`src/sv/imp_pkg.sv`:
```
`timescale 1ns / 1ps

package imp_pkg;

   // defaults for the top-level parameters
   localparam int DEF_WEIGHT_Q16 = 655;
   localparam int DEF_FRAC_BITS  = 24;

   localparam int NUM_LANES = 6;

   // channel order inside one item
   localparam int CH_GYRO_X  = 0;
   localparam int CH_GYRO_Y  = 1;
   localparam int CH_GYRO_Z  = 2;
   localparam int CH_ACCEL_X = 3;
   localparam int CH_ACCEL_Y = 4;
   localparam int CH_ACCEL_Z = 5;

   // accel z starts at 1 g (950 counts), mean square 950^2
   localparam int AZ_MEAN_RESET = 950;
   localparam int AZ_MSQ_RESET  = 950 * 950;

   // register indexes
   localparam logic [2:0] REG_STILL_GYRO_MEAN = 3'd0;
   localparam logic [2:0] REG_STILL_GYRO_DEV  = 3'd1;
   localparam logic [2:0] REG_STILL_ACC_XY    = 3'd2;
   localparam logic [2:0] REG_STILL_ACC_Z_LO  = 3'd3;
   localparam logic [2:0] REG_STILL_ACC_Z_HI  = 3'd4;
   localparam logic [2:0] REG_STILL_ACC_DEV   = 3'd5;
   localparam logic [2:0] REG_DRIVE_GYRO_XY   = 3'd6;
   localparam logic [2:0] REG_DRIVE_ACC_Z     = 3'd7;

   // register reset values
   localparam logic [14:0]        RST_STILL_GYRO_MEAN = 15'd10;
   localparam logic [14:0]        RST_STILL_GYRO_DEV  = 15'd1;
   localparam logic [14:0]        RST_STILL_ACC_XY    = 15'd100;
   localparam logic signed [15:0] RST_STILL_ACC_Z_LO  = 16'sd900;
   localparam logic signed [15:0] RST_STILL_ACC_Z_HI  = 16'sd1000;
   localparam logic [14:0]        RST_STILL_ACC_DEV   = 15'd30;
   localparam logic [14:0]        RST_DRIVE_GYRO_XY   = 15'd100;
   localparam logic signed [15:0] RST_DRIVE_ACC_Z     = 16'sd700;

   // sequencer steps
   localparam logic [2:0] STEP_IDLE  = 3'd0;
   localparam logic [2:0] STEP_SQ    = 3'd1;
   localparam logic [2:0] STEP_MUL_M = 3'd2;
   localparam logic [2:0] STEP_UPD_M = 3'd3;
   localparam logic [2:0] STEP_UPD_Q = 3'd4;
   localparam logic [2:0] STEP_DEV_A = 3'd5;
   localparam logic [2:0] STEP_DEV_B = 3'd6;
   localparam logic [2:0] STEP_OUT   = 3'd7;

   typedef struct packed {
      logic signed [15:0] gyro_x;
      logic signed [15:0] gyro_y;
      logic signed [15:0] gyro_z;
      logic signed [15:0] accel_x;
      logic signed [15:0] accel_y;
      logic signed [15:0] accel_z;
   } req_type;

   typedef struct packed {
      logic at_rest;
      logic driving_ok;
   } rsp_type;

   typedef struct packed {
      logic       load;
      logic [2:0] step;
   } lane_ctl_type;

   typedef struct packed {
      logic signed [16:0] rest_lo;
      logic signed [16:0] rest_hi;
      logic [14:0]        dev_lim;
      logic signed [16:0] drv_lo;
      logic signed [16:0] drv_hi;
      logic               drv_hi_en;
   } lane_cfg_type;

   typedef struct packed {
      logic rest_ok;
      logic drive_ok;
   } lane_res_type;

endpackage

```
`src/sv/imp_lane.sv`:
```
`timescale 1ns / 1ps

module imp_lane #(
   parameter int FRAC_BITS  = imp_pkg::DEF_FRAC_BITS,
   parameter int WEIGHT_Q16 = imp_pkg::DEF_WEIGHT_Q16,
   parameter bit Z_RESET    = 1'b0
) (
   input  logic                 clock,
   input  logic                 reset,
   input  imp_pkg::lane_ctl_type ctl,
   input  logic signed [15:0]   sample,
   input  imp_pkg::lane_cfg_type cfg,
   output imp_pkg::lane_res_type res
);
   import imp_pkg::*;

   localparam int MEAN_W = FRAC_BITS + 16;
   localparam int MSQ_W  = FRAC_BITS + 32;
   localparam int DIF_W  = MSQ_W;
   localparam int SPLIT  = DIF_W / 2;
   localparam int HI_W   = DIF_W - SPLIT;
   localparam int SUM_W  = DIF_W + 1;

   localparam logic [15:0] WEIGHT = 16'(WEIGHT_Q16);
   localparam logic signed [MEAN_W-1:0] MEAN_RST =
      Z_RESET ? (MEAN_W'(AZ_MEAN_RESET) << FRAC_BITS) : '0;
   localparam logic signed [MSQ_W-1:0] MSQ_RST =
      Z_RESET ? (MSQ_W'(AZ_MSQ_RESET) << FRAC_BITS) : '0;

   logic signed [15:0]       s_ff;
   logic signed [31:0]       sq_ff;
   logic signed [DIF_W-1:0]  d_ff;
   logic [SPLIT+15:0]        pl_ff;
   logic signed [HI_W+16:0]  ph_ff;
   logic signed [MEAN_W-1:0] mean_ff;
   logic signed [MSQ_W-1:0]  msq_ff;
   logic signed [47:0]       m8sq_ff;
   logic signed [47:0]       q16_ff;
   logic [29:0]              lim2_ff;
   logic                     rest_mean_ff;
   logic                     rest_ff;
   logic                     drv_ff;

   logic signed [DIF_W-1:0]  s_fx;
   logic signed [DIF_W-1:0]  sq_fx;
   logic signed [SUM_W-1:0]  weigh;
   logic signed [23:0]       m8;
   logic signed [MEAN_W:0]   mean_x;
   logic signed [MEAN_W:0]   rest_lo_fx;
   logic signed [MEAN_W:0]   rest_hi_fx;
   logic signed [MEAN_W:0]   drv_lo_fx;
   logic signed [MEAN_W:0]   drv_hi_fx;
   logic signed [48:0]       var_q16;
   logic                     dev_ok;

   assign s_fx  = DIF_W'(s_ff) <<< FRAC_BITS;
   assign sq_fx = DIF_W'(sq_ff) <<< FRAC_BITS;

   // floor(d * w / 2^16), from the two registered partial products
   assign weigh = (SUM_W'(ph_ff) <<< (SPLIT - 16))
                + $signed({{(SUM_W - SPLIT){1'b0}}, pl_ff[SPLIT+15:16]});

   assign m8     = $signed(mean_ff[MEAN_W-1:FRAC_BITS-8]);
   assign mean_x = (MEAN_W + 1)'(mean_ff);
   assign rest_lo_fx = (MEAN_W + 1)'(cfg.rest_lo) <<< FRAC_BITS;
   assign rest_hi_fx = (MEAN_W + 1)'(cfg.rest_hi) <<< FRAC_BITS;
   assign drv_lo_fx  = (MEAN_W + 1)'(cfg.drv_lo) <<< FRAC_BITS;
   assign drv_hi_fx  = (MEAN_W + 1)'(cfg.drv_hi) <<< FRAC_BITS;

   // negative variance clamps to zero, which passes any nonzero limit
   assign var_q16 = 49'(q16_ff) - 49'(m8sq_ff);
   assign dev_ok  = var_q16[48] ? (lim2_ff != '0)
                                : (var_q16[47:0] < {2'b00, lim2_ff, 16'h0000});

   always_ff @(posedge clock) begin
      if (ctl.load) begin
         s_ff <= sample;
      end
      case (ctl.step)
         STEP_SQ: begin
            sq_ff <= s_ff * s_ff;
            d_ff  <= s_fx - DIF_W'(mean_ff);
         end
         STEP_MUL_M, STEP_UPD_M: begin
            pl_ff <= d_ff[SPLIT-1:0] * WEIGHT;
            ph_ff <= $signed(d_ff[DIF_W-1:SPLIT]) * $signed({1'b0, WEIGHT});
            d_ff  <= sq_fx - DIF_W'(msq_ff);
         end
         STEP_DEV_A: begin
            m8sq_ff      <= m8 * m8;
            q16_ff       <= $signed(msq_ff[MSQ_W-1:FRAC_BITS-16]);
            lim2_ff      <= cfg.dev_lim * cfg.dev_lim;
            rest_mean_ff <= (mean_x > rest_lo_fx) && (mean_x < rest_hi_fx);
            drv_ff       <= (mean_x > drv_lo_fx) && (!cfg.drv_hi_en || (mean_x < drv_hi_fx));
         end
         STEP_DEV_B: begin
            rest_ff <= rest_mean_ff && dev_ok;
         end
         default: begin
         end
      endcase
   end

   always_ff @(posedge clock) begin
      if (reset) begin
         mean_ff <= MEAN_RST;
         msq_ff  <= MSQ_RST;
      end else if (ctl.step == STEP_UPD_M) begin
         mean_ff <= mean_ff + weigh[MEAN_W-1:0];
      end else if (ctl.step == STEP_UPD_Q) begin
         msq_ff <= msq_ff + weigh[MSQ_W-1:0];
      end
   end

   assign res.rest_ok  = rest_ff;
   assign res.drive_ok = drv_ff;

endmodule

```
`config.mk`:
```
export PLATFORM = sky130hd
export DESIGN_NAME = imp_lane
export DESIGN_NICKNAME = d
export VERILOG_FILES = /design/src/sv/imp_pkg.sv /design/src/sv/imp_lane.sv
export SDC_FILE = /design/constraint.sdc
export NUM_CORES = 2
export LEC_CHECK = 0
export BUFFER_PORTS_ARGS = -buffer_cell sky130_fd_sc_hd__buf_4
export CELL_PAD_IN_SITES_DETAIL_PLACEMENT = 1
export CELL_PAD_IN_SITES_GLOBAL_PLACEMENT = 1
export CORE_MARGIN = 4
export CORE_UTILIZATION = 47
export CTS_CLUSTER_DIAMETER = 150
export DETAILED_ROUTE_END_ITERATION = 8
export PLACE_DENSITY = 0.86
export SYNTH_ARGS = -nofsm -noshare
export SYNTH_HDL_FRONTEND = slang
export SYNTH_SLANG_ARGS = --single-unit
```
`constraint.sdc`:
```
create_clock -name clock -period 8.4 [get_ports clock]
set_input_delay 1.68 -clock clock [delete_from_list [all_inputs] [get_ports clock]]
set_output_delay 1.68 -clock clock [all_outputs]
set_load 0.02 [all_outputs]
```
## Word-level counts from Yosys, hierarchy flattened

Cells that the tools add are included.

| storage, ports and cells | value |
|---|---|
| register bits | 406 |
| input bits | 106 |
| output and inout bits | 2 |
| logic and storage cells | 47 |

| operators by class | value |
|---|---|
| add/sub/neg operators | 6 |
| multiply operators | 5 |
| magnitude comparators | 5 |
| equality and inequality tests | 6 |
| multiplexer cells | 2 |
| bitwise gates (word level) | 1 |
| reductions and logical operators | 9 |

Operators by type and width:

| cell | number |
|---|---|
| $pmux W56 S2 | 1 |
| $gt A40 B41 Y1 | 2 |
| $lt A40 B41 Y1 | 2 |
| $add A56 B56 Y56 | 1 |
| $sub A56 B56 Y56 | 1 |
| $add A51 B23 Y52 | 1 |
| $sub A48 B48 Y49 | 1 |
| $lt A48 B46 Y1 | 1 |
| $mul A24 B24 Y48 | 1 |
| $sub A40 B40 Y41 | 1 |
| $add A40 B40 Y40 | 1 |
| $mul A28 B11 Y39 const B | 1 |
| $mul A28 B10 Y38 const B | 1 |
| $mul A16 B16 Y32 | 1 |
| $mul A15 B15 Y30 | 1 |
| $reduce_bool A30 Y1 | 1 |
| $eq A3 B3 Y1 const B | 3 |
| $eq A3 B2 Y1 const B | 2 |
| $eq A3 B1 Y1 const B | 1 |
| $logic_and A1 B1 Y1 | 3 |
| $reduce_and A2 Y1 | 1 |
| $reduce_bool A2 Y1 | 1 |
| $reduce_or A2 Y1 | 1 |
| $logic_not A1 Y1 | 1 |
| other kinds (3) | 3 |

## Depth between registers and ports, before layout

| depth | value |
|---|---|
| word-level depth | 4 |
| mapped depth | 29 |
| mapped depth without buffers | 27 |

## Worst setup path after synthesis

Ideal clock, no wire load.

| path | value |
|---|---|
| kind | reg2reg |
| from | reg mean_ff[39] |
| to | reg m8sq_ff[44] (data pin) |
| setup time | 258 ps |
| arrival time | 7,317 ps |
| required time | 8,142 ps |
| path slack | 825 ps |
| stages on the path, launching flop included | 25 |
| buffers on the path | 1 |
| clock period less this slack | 7,575 ps |
| path through | dfxtp_1 > clkinv_1 > nor2_1 > fa_1 > fa_1 > inv_1 > fa_1 > inv_1 > fa_1 > fa_1 > fa_1 > inv_1 > fa_1 > inv_1 > ha_1 > clkbuf_1 > a21o_1 > a21o_1 > a21o_1 > a21o_1 > a21o_1 > nand2_1 > o311ai_1 > a21oi_1 > xnor2_1 |

| between the ends | value |
|---|---|
| cells in the longest elaborated chain, start to end | 1 |

RTL lines:

| what | RTL line | source |
|---|---|---|
| from (decl) | imp_lane.sv:35 | `logic signed [MEAN_W-1:0] mean_ff;` |
| from (signal assigned) | imp_lane.sv:109 | `mean_ff <= mean_ff + weigh[MEAN_W-1:0];` |
| $mul A24 B24 Y48 | imp_lane.sv:90 | `m8sq_ff <= m8 * m8;` |
| to (signal assigned) | imp_lane.sv:90 |  |
| to (decl) | imp_lane.sv:37 | `logic signed [47:0] m8sq_ff;` |

No other way between the ends.
A chain may end at the register's enable or synchronous reset.

## Worst setup path after layout

| path | value |
|---|---|
| from | reg mean_ff[27] |
| to | reg m8sq_ff[40] (data pin) |

Same word-level chain as after synthesis.

==> metrics.csv <==
stage;metric;value;unit
sta;Max Freq;0.123;GHz
logic_synthesis;top_reg_cell synth;edfxtp_1;
logic_synthesis;Syn Inst Count;7502;
placed_design;routability cong.;0.944;
outcome;outcome;finished clean;
floorplan;Die Y;396;um
sta;slew margin rel.;17.6;%
cts;# resized after CTS;0;
logic_synthesis;post-synthesis cell area;0.0706;mm2
floorplan;Std-Cell Rows;141;
setup_path;Critical-path top delay cell;dfxtp_1;
setup_path;Startpoint Class;flop;
cts;clock latency on the worst-skew pair;0.68;ns
floorplan;Die ar.;0.156;mm2
logic_synthesis;syn_nets;9649;
layout;post-layout util;50.9;%
floorplan;# IOs;108;
global_route;first-pass GRT wire length;356;mm
floorplan;core area;0.149;mm2
floorplan;Die Width;396;um
sta;Final Cycle Share;96.5;%
logic_synthesis;yosys warns;0;
global_route;GRT Total Usage;28.9;%
logic_synthesis;number of synthesized flops with an enable pin;291;
cts;worst-case clock buffer depth;3;
setup_path;Critical Path AT;8.49;ns
global_route;largest net degree at the start of global routing;66;
layout;layout overhead on the synthesized area;7.08;%
sta;TNS Setup;0;ns
cts;cts bufs inserted;50;
sta;final hold violation count;0;
setup_path;nature of the critical path endpoint;flop;
setup_path;CP max FO;8;
global_route;grt ovf;0;
cts;H-tree depth;2;
cts;Worst-path clk slew;0.07;ns
global_route;antenna violations before repair;7;
layout;share of layout cells above drive strength 1;4.39;%
drt;DRC;0;
logic_synthesis;syn avg cell area;9.41;um2
cts;Setup Fix Bufs, Post-CTS;0;
layout;nets@finish;9717;
cts;Root Driver;clkbuf_16;
setup_path;delay-heaviest family, CP;adder cells;
run;count of max-cap constraint violations;0;
cts;CTS Sinks;387;
placed_design;hpwl dp;188;mm
sta;Least-Margin Pin Slew;1.24;ns
drt;drt first pass iters;5;
placed_design;IO Port Bufs;107;
drt;Via density;5.73;
logic_synthesis;synthesized flop and latch total;387;
sta;max-slew violations;0;
layout;most frequent cells in the layout;1,686 x inv_1, 1,144 x fa_1, 896 x ha_1;
logic_synthesis;Netlist cell types;91;
drt;Routed WL;226;mm
drt;Routed wire per std cell;23.5;um
logic_synthesis;Post-synth ARST share;0;%
sta;Final setup viols;0;
drt;via count;55135;
floorplan;Starting Density;47.5;%
setup_path;Crit path required time;8.79;ns
logic_synthesis;post-synthesis sequential area ratio;15.1;%
sta;RSZ-0062 raised after global routing;no;
sta;clock period minus worst slack;8.11;ns
cts;CTS tree;yes;
setup_path;CP peak stage delay;0.54;ns
sta;Clock Skew;0.0419;ns
layout;most common cell after layout, fill and taps aside;inv_1;
drt;initial drt markers;3776;
setup_path;Bufs and invs on worst path;7;
setup_path;crit path kind;reg -> reg;
min_path;hold crit path type;reg -> reg;
global_route;number of global-route vias before repair;63939;
cts;CTS Hold Buffers Added;0;
drt;antenna-violating nets left;0;
==> final timing paths <==
path | startpoint | end | slack [ns] | cells past startpoint
max | mean_ff[27] | m8sq_ff[40] | 0.29 | 25
max reg2reg | mean_ff[27] | m8sq_ff[40] | 0.29 | 25
min | mean_ff[0] | mean_ff[0] | 0.50 | 2
min reg2reg | mean_ff[0] | mean_ff[0] | 0.50 | 2
==> synth_stat cells, drive strengths merged, types with 89 or more instances <==
library cell  instances  area (um2)
nor2                365        1370
fa                 1145       22900
nand2               607        2280
nor3                 93         465
xnor2               254        2220
and2                166        1040
dfxtp                96        1920
ha                  896       11200
inv                1688        6340
a21o                158        1190
a21oi               390        1950
edfxtp              291        8740
nand3                89         445
clkbuf              157         591
o21ai               191         960
xor2                140        1230
==> logic make-up after synthesis <==
kind of cell | Yosys count | synth area share (%)
AOI/OAI and AO/OA | 1142 | 10.4
xor gates and xnor gates | 394 | 4.89
adders and majority gates | 2041 | 48.3
buffers and inverters | 1869 | 9.95
DFF | 387 | 15.1
muxes | 17 | 0.248
and+or+nand+nor | 1652 | 11.1
==> worst reg2reg max path, cell delays in order, from the launching register on <==
cell,delay (ns)
dfxtp_1,0.54
clkinvlp_4,0.44
nor2_1,0.39
inv_1,0.13
fa_1,0.54
inv_1,0.06
fa_1,0.48
inv_1,0.06
fa_1,0.48
inv_1,0.04
ha_1,0.21
fa_1,0.53
inv_1,0.06
fa_1,0.50
inv_1,0.06
fa_1,0.47
ha_1,0.39
a21oi_1,0.20
o21ai_0,0.12
or3_1,0.41
a41o_1,0.37
a31o_2,0.34
a211oi_2,0.45
nor2_1,0.20
a31oi_1,0.25
xnor2_1,0.10
==> per-layer routing <==
layer | GRT usage [%] | up-vias | wire length [um]
met3 | 4.58 | 789 | 13700
met5 | 0 | - | 13
met1 | 33.2 | 28303 | 84200
li1 | - | 24207 | -
met4 | 16.5 | 2 | 15300
met2 | 51.3 | 1834 | 113000
==> flip-flops by register name, indices dropped and copies added, names as in the netlist <==
signal        cells
pl_ff            22
rest_mean_ff      1
rest_ff           1
mean_ff          40
s_ff             16
d_ff             56
sq_ff            31
m8sq_ff          47
drv_ff            1
ph_ff            39
q16_ff           48
lim2_ff          29
msq_ff           56
==> cell type report <==
class	instances	area [um2]
Timing Repair Buffer	188	1420
Tap cell	2002	2500
Multi-Input combinational cell	5246	52900
Clock buffer	64	1350
Sequential cell	387	10700
Antenna cell	3	7.51
Fill cell	17115	72900
Inverter	1697	6380
Clock inverter	30	327
==> per-stage QoR <==
| step | cell area [um2] | hold WS, ns | worst slack, ns | cells |
|---|---|---|---|---|
| after floorplan | 70600 | 0.435 | 0.825 | 7502 |
| after global placement | 73900 | 0.480 | 0.607 | 9520 |
| after detailed placement | 73900 | 0.494 | 0.178 | 9520 |
| after CTS | 75600 | 0.503 | 0.0616 | 9614 |
| after global routing | 75600 | 0.518 | 0.0558 | 9615 |
| final | 75600 | 0.499 | 0.295 | 9617 |
Power is left out: the tool's default activity adds up to more than one toggle a clock period on the data nets, which glitch-free logic cannot reach.
