===== src/sv/imp_pkg.sv =====
`timescale 1ns / 1ps

package imp_pkg;

   // defaults for the top-level parameters
   localparam int DEF_WEIGHT_Q16 = 655;
   localparam int DEF_FRAC_BITS  = 24;

   localparam int NUM_LANES = 6;

   // channel order inside one item
   localparam int CH_GYRO_X  = 0;
   localparam int CH_GYRO_Y  = 1;
   localparam int CH_GYRO_Z  = 2;
   localparam int CH_ACCEL_X = 3;
   localparam int CH_ACCEL_Y = 4;
   localparam int CH_ACCEL_Z = 5;

   // accel z starts at 1 g (950 counts), mean square 950^2
   localparam int AZ_MEAN_RESET = 950;
   localparam int AZ_MSQ_RESET  = 950 * 950;

   // register indexes
   localparam logic [2:0] REG_STILL_GYRO_MEAN = 3'd0;
   localparam logic [2:0] REG_STILL_GYRO_DEV  = 3'd1;
   localparam logic [2:0] REG_STILL_ACC_XY    = 3'd2;
   localparam logic [2:0] REG_STILL_ACC_Z_LO  = 3'd3;
   localparam logic [2:0] REG_STILL_ACC_Z_HI  = 3'd4;
   localparam logic [2:0] REG_STILL_ACC_DEV   = 3'd5;
   localparam logic [2:0] REG_DRIVE_GYRO_XY   = 3'd6;
   localparam logic [2:0] REG_DRIVE_ACC_Z     = 3'd7;

   // register reset values
   localparam logic [14:0]        RST_STILL_GYRO_MEAN = 15'd10;
   localparam logic [14:0]        RST_STILL_GYRO_DEV  = 15'd1;
   localparam logic [14:0]        RST_STILL_ACC_XY    = 15'd100;
   localparam logic signed [15:0] RST_STILL_ACC_Z_LO  = 16'sd900;
   localparam logic signed [15:0] RST_STILL_ACC_Z_HI  = 16'sd1000;
   localparam logic [14:0]        RST_STILL_ACC_DEV   = 15'd30;
   localparam logic [14:0]        RST_DRIVE_GYRO_XY   = 15'd100;
   localparam logic signed [15:0] RST_DRIVE_ACC_Z     = 16'sd700;

   // sequencer steps
   localparam logic [2:0] STEP_IDLE  = 3'd0;
   localparam logic [2:0] STEP_SQ    = 3'd1;
   localparam logic [2:0] STEP_MUL_M = 3'd2;
   localparam logic [2:0] STEP_UPD_M = 3'd3;
   localparam logic [2:0] STEP_UPD_Q = 3'd4;
   localparam logic [2:0] STEP_DEV_A = 3'd5;
   localparam logic [2:0] STEP_DEV_B = 3'd6;
   localparam logic [2:0] STEP_OUT   = 3'd7;

   typedef struct packed {
      logic signed [15:0] gyro_x;
      logic signed [15:0] gyro_y;
      logic signed [15:0] gyro_z;
      logic signed [15:0] accel_x;
      logic signed [15:0] accel_y;
      logic signed [15:0] accel_z;
   } req_type;

   typedef struct packed {
      logic at_rest;
      logic driving_ok;
   } rsp_type;

   typedef struct packed {
      logic       load;
      logic [2:0] step;
   } lane_ctl_type;

   typedef struct packed {
      logic signed [16:0] rest_lo;
      logic signed [16:0] rest_hi;
      logic [14:0]        dev_lim;
      logic signed [16:0] drv_lo;
      logic signed [16:0] drv_hi;
      logic               drv_hi_en;
   } lane_cfg_type;

   typedef struct packed {
      logic rest_ok;
      logic drive_ok;
   } lane_res_type;

endpackage


===== src/sv/imp_merge.sv =====
`timescale 1ns / 1ps

module imp_merge (
   input  logic                                         clock,
   input  logic                                         reset,
   input  imp_pkg::lane_res_type [imp_pkg::NUM_LANES-1:0] lane_res,
   input  logic                                         load,
   output logic                                         free,
   output logic                                         rsp_valid,
   input  logic                                         rsp_ready,
   output imp_pkg::rsp_type                             rsp_data
);
   import imp_pkg::*;

   logic    valid_ff;
   rsp_type data_ff;
   rsp_type data_in;
   logic    rest_all;

   always_comb begin
      rest_all = 1'b1;
      for (int i = 0; i < NUM_LANES; i++) begin
         rest_all = rest_all & lane_res[i].rest_ok;
      end
   end

   // gyro z and accel x/y do not enter the driving check
   assign data_in.at_rest    = rest_all;
   assign data_in.driving_ok = lane_res[CH_GYRO_X].drive_ok
                             & lane_res[CH_GYRO_Y].drive_ok
                             & lane_res[CH_ACCEL_Z].drive_ok;

   assign free = !valid_ff || rsp_ready;

   always_ff @(posedge clock) begin
      if (reset) begin
         valid_ff <= 1'b0;
      end else if (load) begin
         valid_ff <= 1'b1;
      end else if (rsp_ready) begin
         valid_ff <= 1'b0;
      end
   end

   always_ff @(posedge clock) begin
      if (load) begin
         data_ff <= data_in;
      end
   end

   assign rsp_valid = valid_ff;
   assign rsp_data  = data_ff;

endmodule


===== config.mk =====
export PLATFORM = sky130hd
export DESIGN_NAME = imp_merge
export DESIGN_NICKNAME = d
export VERILOG_FILES = /design/src/sv/imp_pkg.sv /design/src/sv/imp_merge.sv
export SDC_FILE = /design/constraint.sdc
export NUM_CORES = 1
export LEC_CHECK = 0
export ABC_AREA = 1
export CORE_AREA = 2 2 39 41
export CTS_CLUSTER_DIAMETER = 30
export DETAILED_ROUTE_END_ITERATION = 7
export DIE_AREA = 0 0 41 43
export DONT_BUFFER_PORTS = 1
export GPL_TIMING_DRIVEN = 0
export SYNTH_ARGS = -nofsm -noshare
export SYNTH_HDL_FRONTEND = slang
export SYNTH_SLANG_ARGS = --single-unit

===== constraint.sdc =====
create_clock -name clock -period 0.8 [get_ports clock]
set_clock_uncertainty 0.15 [all_clocks]
set_input_delay 0 -clock clock [delete_from_list [all_inputs] [get_ports clock]]
set_output_delay 0 -clock clock [all_outputs]
set_load 0.05 [all_outputs]

* Word-level counts from Yosys, hierarchy flattened
Cells that the tools add are included.
Cells by class: multiplexer cells 2, bitwise logic cells 7, reduce and logical (&&, ||, !) cells 3
Operator list (number):
- $and 1x1->1 | 7
- $mux 1 | 2
- $reduce_bool 2->1 | 1
- $logic_not 1->1 | 1
- $logic_or 1x1->1 | 1
Word-level totals: flip-flop bits (word level) 3, input port bits 16, output and inout bits 4, logic and storage cells 15

* Logic depth before layout (Yosys ltp)
Gate-level depths: netlist (run 1).
depth after elaboration 5, gate-level depth with buffers 4, gate-level depth less buffers 4

* Worst setup path after synthesis (run 1)
OpenSTA, ideal clock, no wires.
kind register to register, from reg, netlist name rsp_valid, to reg valid_ff, in the netlist rsp_valid, setup time 67 ps, data arrival time 1100 ps, required time 583 ps, setup slack -516 ps, cell stages (with the launch flop) 3, path buffers 0, clock period less this slack 1316 ps, cells stage by stage dfxtp_1 nand2_2 a21oi_2
RTL lines:
- end signal, assigned | line imp_merge.sv:37 | valid_ff <= 1'b0;
- end signal, assigned | line imp_merge.sv:39 | valid_ff <= 1'b1;
- end signal, assigned | line imp_merge.sv:41 | valid_ff <= 1'b0;
- end, declared | line imp_merge.sv:15 | logic valid_ff;

* Worst setup path in the final report (run 1)
from reg data_ff, in the netlist rsp_data[1], to out rsp_data[1] in the netlist's numbering
RTL lines:
- start, declared | line imp_merge.sv:16 | rsp_type data_ff;
- start signal, assigned | line imp_merge.sv:47 | data_ff <= data_in;
- end, declared | line imp_merge.sv:11 | output imp_pkg::rsp_type rsp_data
No word-level cell between the ends.

==> results by group, run 1 <==
Worst hold path
  – Worst hold path depth: 1
  – Endpoint of the worst hold path: rsp_data[0]$_DFFE_PP_
  – Hold crit path type: input pin to flip-flop
  – Hold Path Origin: lane_res[2]

Pwr
  – Maximum vdd drop: 0.0003299 V
  – Switching pwr: 0.0001471 W
  – Power per cell area: approximately 2400 mW/mm²
  – Part of the power in the clock network: between 50% and 60%
  – Sequential fraction of design power: between 40 and 50%
  – Comb power frac: 7.9%
  – Internal power: 0.0003813 W
  – Sw Ratio: 27.83%
  – Leak Pwr: 0.1055 nW

Synthesis
  – Yosys top cell by area: edfxtp_1
  – Synthesized cell area: around 140 µm²
  – Synth Flop Type: edfxtp_1
  – Async S/R FF share, synth: 0%
  – EDFF count, synth: 2
  – Top-area cell type share of the netlist area: between 40% and 50%
  – Yosys warning total: 0
  – Synth Instances: 15
  – Synth top area cells: edfxtp_1 44%, dfxtp_1 15%, inv_1 11%
  – Synth Register Bits: 3
  – Post-Syn Nets: 31
  – Avg Inst Size Synth: 9.175 µm²
  – List of most frequent post-synthesis cells: 4 x inv_1, 4 x nand2_1, 2 x edfxtp_1
  – Sequential-to-total area share from yosys stat: 58.18%
  – Synth unique cells: 8

Outcome
  – Outcome: finished with violations
  – Failing checks: negative hold slack, negative setup slack

Routing
  – WL/cell: ~9 µm
  – Vias per std cell: 3.108
  – Via count: 115
  – Routed Antenna Nets: 0
  – Routed WL: 334 µm
  – 1st-iter DRT viols: 0
  – Post-route DRC: 0
  – DRT Pass-1 Iters: 1

Die
  – Die footprint: 0.001763 mm²
  – Rows: 14
  – Core area: between 0.001 and 0.0015 mm²
  – Die width: 41 µm
  – Die Ht: roughly 43 µm
  – I/O Pins: 20
  – Starting Density: 9.946%

Timing
  – Final period utilization: 125.7%
  – Final Hold Fails: 5
  – # setup viols final: 5
  – RSZ-0062 raised after global routing: yes
  – Tightest Pin Transition: 0.4575 ns
  – Peak Freq: between 900 and 1000 MHz
  – Crit path time final: between 1 and 1.5 ns
  – Final worst slack: -0.2059 ns
  – Final Slew Violations: 0
  – Minimum hold slack: -0.1460 ns
  – Max-slew headroom: between 60% and 70%

Setup path
  – Worst reg-to-reg setup slack: -0.13 ns
  – Crit path DAT: 0.86 ns
  – R2r endpoint: rsp_valid$_SDFFE_PP0P_
  – Data required, critical path: roughly 0.65 ns
  – FF-to-FF Start: rsp_valid$_SDFFE_PP0P_
  – Startpoint types: flip-flop
  – Worst-path maximum fanout: 1
  – Critical path class: flip-flop to output pin
  – R2R cell count: 2
  – CP endpoint kind: output pin

Global routing
  – First-pass GRT wire length: slightly below 500 µm
  – Grt total ovfl: 0
  – Largest net degree at the start of global routing: 4
  – Antenna violations before repair: 0
  – Gr usage total: 5.522%
  – Vias in the first global route: 118

Final layout
  – Post-Route Utilization: roughly 16%
  – Fraction of layout cells with a size suffix above 1: about a third
  – Sequential Area: 83.83 µm²
  – Area of all placed cells without fillers: roughly 220 µm²
  – Area taken by multi-input logic gates: between 50 and 60 µm²
  – Finished Layout Cells: 37
  – # nets final: 38
  – Layout fillers: roughly 160
  – Area Overhead vs Synth: 62.73%
  – ANT cells: 0

Run
  – Max-cap violations: 0

CTS
  – Clk slew on worst S/H paths: approximately 0.04 ns
  – CTS Hold Buffers Added: 2
  – Total CTS buffers: 3
  – Clock tree root driver cell: clkbuf_4
  – CTS tree: done
  – Max Root-Sink Buffers: 2
  – # Post-CTS Setup Buffers: 0
  – H-tree levels: 1
  – Worst-Skew Late Latency: 0.23 ns
  – # clock sinks: 3

Placement
  – PortBufs: 0
  – Dpl cells: 31
  – Worst slack at placement: -0.1207 ns
  – Final GP Congestion: 0.6003
  – DP Area: about 180 µm²
  – Post-DP HPWL: 275.4 µm
==> kinds of logic (layout without fill, tap and decap cells) <==
family                 after synthesis  after routing  synth area share [%]
AO/OA/AOI/OAI                        1              1                 6.365
AND/OR/NAND/NOR                      7              7                 24.55
flip-flops                           3              3                 58.18
buffers and inverters                4             10                 10.91
==> final cells by class <==
class | instances | share of cell area [%]
Sequential cell | 3 | 37.43
Multi-Input combinational cell | 8 | 25.14
Clock buffer | 4 | 11.73
Timing Repair Buffer | 2 | 10.06
Tap cell | 16 | 8.939
Inverter | 4 | 6.704
==> worst max path at each step <==
stage,start,endpoint,slack [ns],depth (start not counted)
2_1_floorplan,rsp_valid$_SDFFE_PP0P_,rsp_valid$_SDFFE_PP0P_,-0.1,2
3_3_place_gp,rsp_valid$_SDFFE_PP0P_,rsp_valid$_SDFFE_PP0P_,-0.11,2
3_5_place_dp,rsp_valid$_SDFFE_PP0P_,rsp_valid$_SDFFE_PP0P_,-0.12,2
4_1_cts,rsp_data[1]$_DFFE_PP_,rsp_data[1],-0.22,0
5_1_grt,rsp_data[1]$_DFFE_PP_,rsp_data[1],-0.25,0
6_report,rsp_data[1]$_DFFE_PP_,rsp_data[1],-0.21,0
==> flip-flops by register name, indices dropped and copies added, names as in the netlist <==
| register | count |
|---|---|
| rsp_valid | 1 |
| rsp_data | 2 |
==> layout by cell type, fill, tap and decap left out <==
cell	synthesis	routed
a21oi_2	1	1
and3_1	1	1
clkbuf_1	0	1
clkbuf_4	0	3
dfxtp_4	0	1
dlygate4sd3_1	0	1
dlymetal6s4s_1	0	1
edfxtp_1	2	2
inv_1	4	4
nand2_1	4	4
nand2_8	0	1
nor2_2	1	1
==> per-layer routing <==
metal  vias to the layer above  share of wire, %  global-route usage (%)
li1                         56                 -                       -
met1                        47                34                   4.180
met2                        12                53                   5.313
met3                         0                12                   3.665
met4                         0                 0                   12.00
met5                         -                 0                       0
==> metrics by stage <==
step,power [W],setup TNS (ns)
after floorplan,0.0002498,-0.09797
after global placement,0.0002529,-0.1145
after detailed placement,0.0002540,-0.1207
after CTS,0.0005465,-0.8105
after global routing,0.0005761,-0.9091
final,0.0005284,-0.7444
==> repair_timing <==
action / in CTS / in global routing
setup endpoints to repair: 5 / 6
resized for setup: 0 / 1
endpoints found under the hold margin: 5 / 5
==> power groups by stage <==
| stage | Combinational (W) | Clock [W] | Sequential (W) |
|---|---|---|---|
| global route | 0.0000456 | 0.000310 | 0.000221 |
| finish | 0.0000416 | 0.000267 | 0.000220 |
| global placement | 0.0000306 | 0 | 0.000222 |
| detailed placement | 0.0000315 | 0 | 0.000223 |
| floorplan | 0.0000291 | 0 | 0.000221 |
| CTS | 0.0000416 | 0.000285 | 0.000220 |
No activity file was read; power rests on OpenSTA's default activity.
==> inputs of run 2 (changes only) <==
Settings changed: SKIP_CTS_REPAIR_TIMING from default to 1.
==> run 2 against run 1 <==
The flow still finishes with violations (negative hold slack, negative setup slack). Clock power is essentially flat. Combinational power fell by 2%. Wire length is 0.60% higher. Sequential cell count stayed put. Count of clock-buffer cells in the layout unchanged. Critical path depth unchanged. Non-clock buffer count unchanged. Highest routed layer unchanged.
==> results by group, run 2 (synthesized netlist as in run 1, its figures left out) <==
Setup path
  – Worst-path maximum fanout: 1
  – Critical path class: flip-flop to output pin
  – Startpoint types: flip-flop
  – FF-to-FF Start: rsp_valid$_SDFFE_PP0P_
  – Data required, critical path: 0.65 ns
  – R2R cell count: 2
  – CP endpoint kind: output pin
  – Critical Path Start: rsp_data[1]$_DFFE_PP_
  – Crit path DAT: 0.86 ns
  – WP depth: 0

Die
  – Rows: 14
  – I/O Pins: 20
  – Die width: 41 µm
  – Die Ht: 43 µm
  – Starting Density: 9.946%
  – Core area: roughly 0.0014 mm²
  – Die footprint: ~0.0018 mm²

Global routing
  – Grt total ovfl: 0
  – Largest net degree at the start of global routing: 4
  – Gr usage total: ~5.4%
  – Vias in the first global route: approximately 110
  – Antenna violations before repair: 0
  – First-pass GRT wire length: 483 µm

Final layout
  – Most frequent cells in the layout: 4 x nand2_1, 4 x inv_1, 3 x clkbuf_4
  – Area Overhead vs Synth: 60.91%
  – Sequential Area: between 80 and 90 µm²
  – Largest register FFs: 2
  – Fraction of layout cells with a size suffix above 1: approximately 33%
  – Area of all placed cells without fillers: 221.5 µm²
  – # nets final: 38
  – ANT cells: 0
  – Finished Layout Cells: 37
  – Layout fillers: ~160
  – Area taken by multi-input logic gates: roughly 56 µm²

Worst hold path
  – Hold crit path type: input pin to flip-flop
  – Worst hold path depth: 1
  – Hold Path Origin: lane_res[2]

CTS
  – H-tree levels: 1
  – Worst-Skew Late Latency: about 0.23 ns
  – Clk slew on worst S/H paths: 0.04 ns
  – CTS tree: done
  – # clock sinks: 3
  – Max Root-Sink Buffers: 2
  – Total CTS buffers: 3
  – Clock tree root driver cell: clkbuf_4

Routing
  – Routed Antenna Nets: 0
  – Via count: 115
  – WL/cell: ~9.1 µm
  – DRT Pass-1 Iters: 1
  – 1st-iter DRT viols: 0
  – Routed WL: roughly 340 µm
  – Post-route DRC: 0
  – Vias per std cell: 3.108

Placement
  – DP Area: approximately 180 µm²
  – PortBufs: 0
  – Post-DP HPWL: around 280 µm
  – Dpl cells: 31
  – Final GP Congestion: around 0.6

Timing
  – Max-slew headroom: between 60% and 70%
  – Minimum hold slack: -0.1459 ns
  – # setup viols final: 7
  – RSZ-0062 raised after global routing: yes
  – Tightest Pin Transition: 0.4575 ns
  – Crit path time final: 1.006 ns
  – Final period utilization: 125.7%
  – Peak Freq: between 900 and 1000 MHz
  – Final Hold Fails: 3
  – Final worst slack: -0.2059 ns
  – Final Slew Violations: 0

Run
  – Max-cap violations: 0

Pwr
  – Leak Pwr: approximately 0.097 nW
  – Maximum vdd drop: about 0.00033 V
  – Power per cell area: 2382 mW/mm²

Outcome
  – Outcome: finished with violations
  – Failing checks: negative hold slack, negative setup slack
==> run 2: cell count changes in the layout (fill, tap and decap cells not counted), sizes merged <==
cell / before / now
dlymetal6s4s: 1 / 0
dlygate4sd3: 1 / 2
==> run 2: layout make-up <==
| cell class | count | area share (%) |
|---|---|---|
| sequential | 3 | 37.85 |
| multi-input combinational | 8 | 25.42 |
| clock buffer | 4 | 11.86 |
| timing repair buffer | 2 | 9.040 |
| tap | 16 | 9.040 |
| inverter | 4 | 6.780 |
==> run 2: worst register-to-register path: stages, from the launching register on <==
cell and delay, ns:
dfxtp_4 0.46, nand2_8 0.12, a21oi_2 0.12
==> run 2: where the power goes <==
part           internal [W]  total [W]  switching (W)
logic             0.0000171  0.0000408      0.0000238
clock network      0.000187   0.000267      0.0000802
registers          0.000176   0.000219      0.0000431
==> run 2: final timing paths <==
check | end | slack [ns]
setup reg to reg | rsp_valid$_SDFFE_PP0P_ | -0.13
hold reg to reg | rsp_valid$_SDFFE_PP0P_ | 0.50
setup / recovery | rsp_data[1] | -0.21
hold / removal | rsp_data[0]$_DFFE_PP_ | -0.15
==> run 2: routing by layer <==
metal	vias to the layer above	part of all wire, %	track usage, %
li1	56	-	-
met1	47	35	4.180
met2	12	53	5.000
met3	0	12	3.665
met5	-	0	0
met4	0	0	12.00
==> run 2: stage by stage <==
step / util (%) / power (W) / TNS, ns / worst slack (ns)
5_1_grt: 16.00 / 0.0005753 / -0.9137 / -0.2507
2_1_floorplan: - / 0.0002498 / -0.09797 / -0.09797
3_3_place_gp: 12.66 / 0.0002529 / -0.1145 / -0.1145
6_report: 16.00 / 0.0005276 / -0.7502 / -0.2059
3_5_place_dp: 12.66 / 0.0002540 / -0.1207 / -0.1207
4_1_cts: 14.56 / 0.0005366 / -0.8105 / -0.2226
==> inputs of run 3 (changes only) <==
Settings changed: CTS_BUF_LIST from default to sky130_fd_sc_hd__clkbuf_8 sky130_fd_sc_hd__clkbuf_16, SLEW_MARGIN from default to 20.
==> run 3 against run 2 <==
The flow still finishes with violations (negative hold slack, negative setup slack). First-iteration DRC count is the same. Critical path depth is the same. Non-clock buffer count is the same. Largest cell class unchanged. Highest routed layer unchanged.
==> results by group, run 3 (synthesized netlist as in run 1, its figures left out) <==
CTS
  – H-tree levels: 1
  – Total CTS buffers: 3
  – Clock tree root driver cell: clkbuf_8
  – Clk slew on worst S/H paths: around 0.03 ns
  – # clock sinks: 3
  – Max Root-Sink Buffers: 2
  – CTS tree: done
  – Worst-Skew Late Latency: around 0.21 ns

Timing
  – Crit path time final: slightly below 1 ns
  – Final period utilization: 123.2%
  – Tightest Pin Transition: about 0.46 ns
  – # setup viols final: 7
  – Peak Freq: 1014 MHz
  – Final worst slack: -0.1859 ns
  – Final Slew Violations: 0
  – Minimum hold slack: -0.1299 ns
  – RSZ-0062 raised after global routing: yes
  – Final Hold Fails: 3
  – Max-slew headroom: just under 70%

Routing
  – Via count: between 100 and 150
  – Routed WL: 344 µm
  – DRT Pass-1 Iters: 1
  – WL/cell: slightly above 9 µm
  – Routed Antenna Nets: 0
  – 1st-iter DRT viols: 0
  – Post-route DRC: 0
  – Vias per std cell: roughly 3.1

Final layout
  – Layout fillers: 160
  – Most common cell after layout, fill and taps aside: inv_1
  – Finished Layout Cells: 37
  – Largest register FFs: 2
  – Most frequent cells in the layout: 5 x inv_1, 4 x nand2_1, 3 x clkbuf_8
  – Fraction of layout cells with a size suffix above 1: between 30% and 40%
  – ANT cells: 0
  – Area Overhead vs Synth: 74.55%
  – # nets final: 38

Global routing
  – Grt peak-use layer: met4
  – Met2 usage: under 10%
  – Vias in the first global route: 114
  – Grt total ovfl: 0
  – First-pass GRT wire length: ~500 µm
  – Largest net degree at the start of global routing: 4
  – Gr usage total: 5.522%
  – M1 GR Usage: under 10%
  – Antenna violations before repair: 0
  – GR Util met3: around 3.7%

Outcome
  – Failing checks: negative hold slack, negative setup slack
  – Outcome: finished with violations

Die
  – Die Ht: roughly 43 µm
  – Die footprint: about 0.0018 mm²
  – Die width: 41 µm
  – Rows: 14
  – I/O Pins: 20
  – Core area: between 0.001 and 0.0015 mm²
  – Starting Density: 9.946%

Worst hold path
  – Hold crit path type: input pin to flip-flop

Pwr
  – Leak Pwr: between 0.1 and 0.15 nW
  – Power per cell area: 2868 mW/mm²
  – Maximum vdd drop: roughly 0.00043 V
  – Power, Total: around 0.00069 W

Run
  – Max-cap violations: 0

Setup path
  – Crit path DAT: around 0.84 ns
  – Data required, critical path: approximately 0.65 ns
  – Worst-path maximum fanout: 1
  – CP endpoint kind: output pin
  – Critical path class: flip-flop to output pin
  – Startpoint types: flip-flop

Placement
  – PortBufs: 0
  – Dpl cells: 31
  – Final GP Congestion: 0.6003
  – Worst slack at placement: -0.1207 ns
  – Post-DP HPWL: between 200 and 300 µm
[run 3: power breakdown]
part           internal [W]  switching [W]  leakage (nW)
Clock              0.000327       0.000102        0.0269
Sequential         0.000177      0.0000431        0.0280
Combinational     0.0000171      0.0000238        0.0537
[run 3: final timing paths]
path                          startpoint                      to  slack, ns  cells past startpoint
setup / recovery   rsp_data[1]$_DFFE_PP_             rsp_data[1]      -0.19                      0
hold / removal               lane_res[2]   rsp_data[0]$_DFFE_PP_      -0.13                      1
setup reg to reg  rsp_valid$_SDFFE_PP0P_  rsp_valid$_SDFFE_PP0P_      -0.12                      2
hold reg to reg   rsp_valid$_SDFFE_PP0P_  rsp_valid$_SDFFE_PP0P_       0.50                      2
[run 3: cell type report]
cell class                 count  area [µm²]  share of cell area [%]
inverter                       4       15.01                   6.250
multi-input combinational      8       56.30                   23.44
sequential                     3       83.83                   34.90
clock inverter                 1       3.754                   1.563
timing repair buffer           2       20.02                   8.333
clock buffer                   3       41.29                   17.19
tap                           16       20.02                   8.333
[run 3: metrics by stage]
step | TNS (ns) | util [%] | instance area, µm²
floorplan | -0.09797 | - | 155.1
global placement | -0.1145 | 12.66 | 175.2
detailed placement | -0.1207 | 12.66 | 175.2
CTS | -0.7104 | 15.91 | 220.2
global route | -0.8369 | 17.36 | 240.2
finish | -0.7080 | 17.36 | 240.2
[run 3: routing by layer]
layer  wire length (µm)  part of all wire, %
met1                125                   36
met2                178                   52
met3                 40                   12
met4                  0                    0
met5                  0                    0
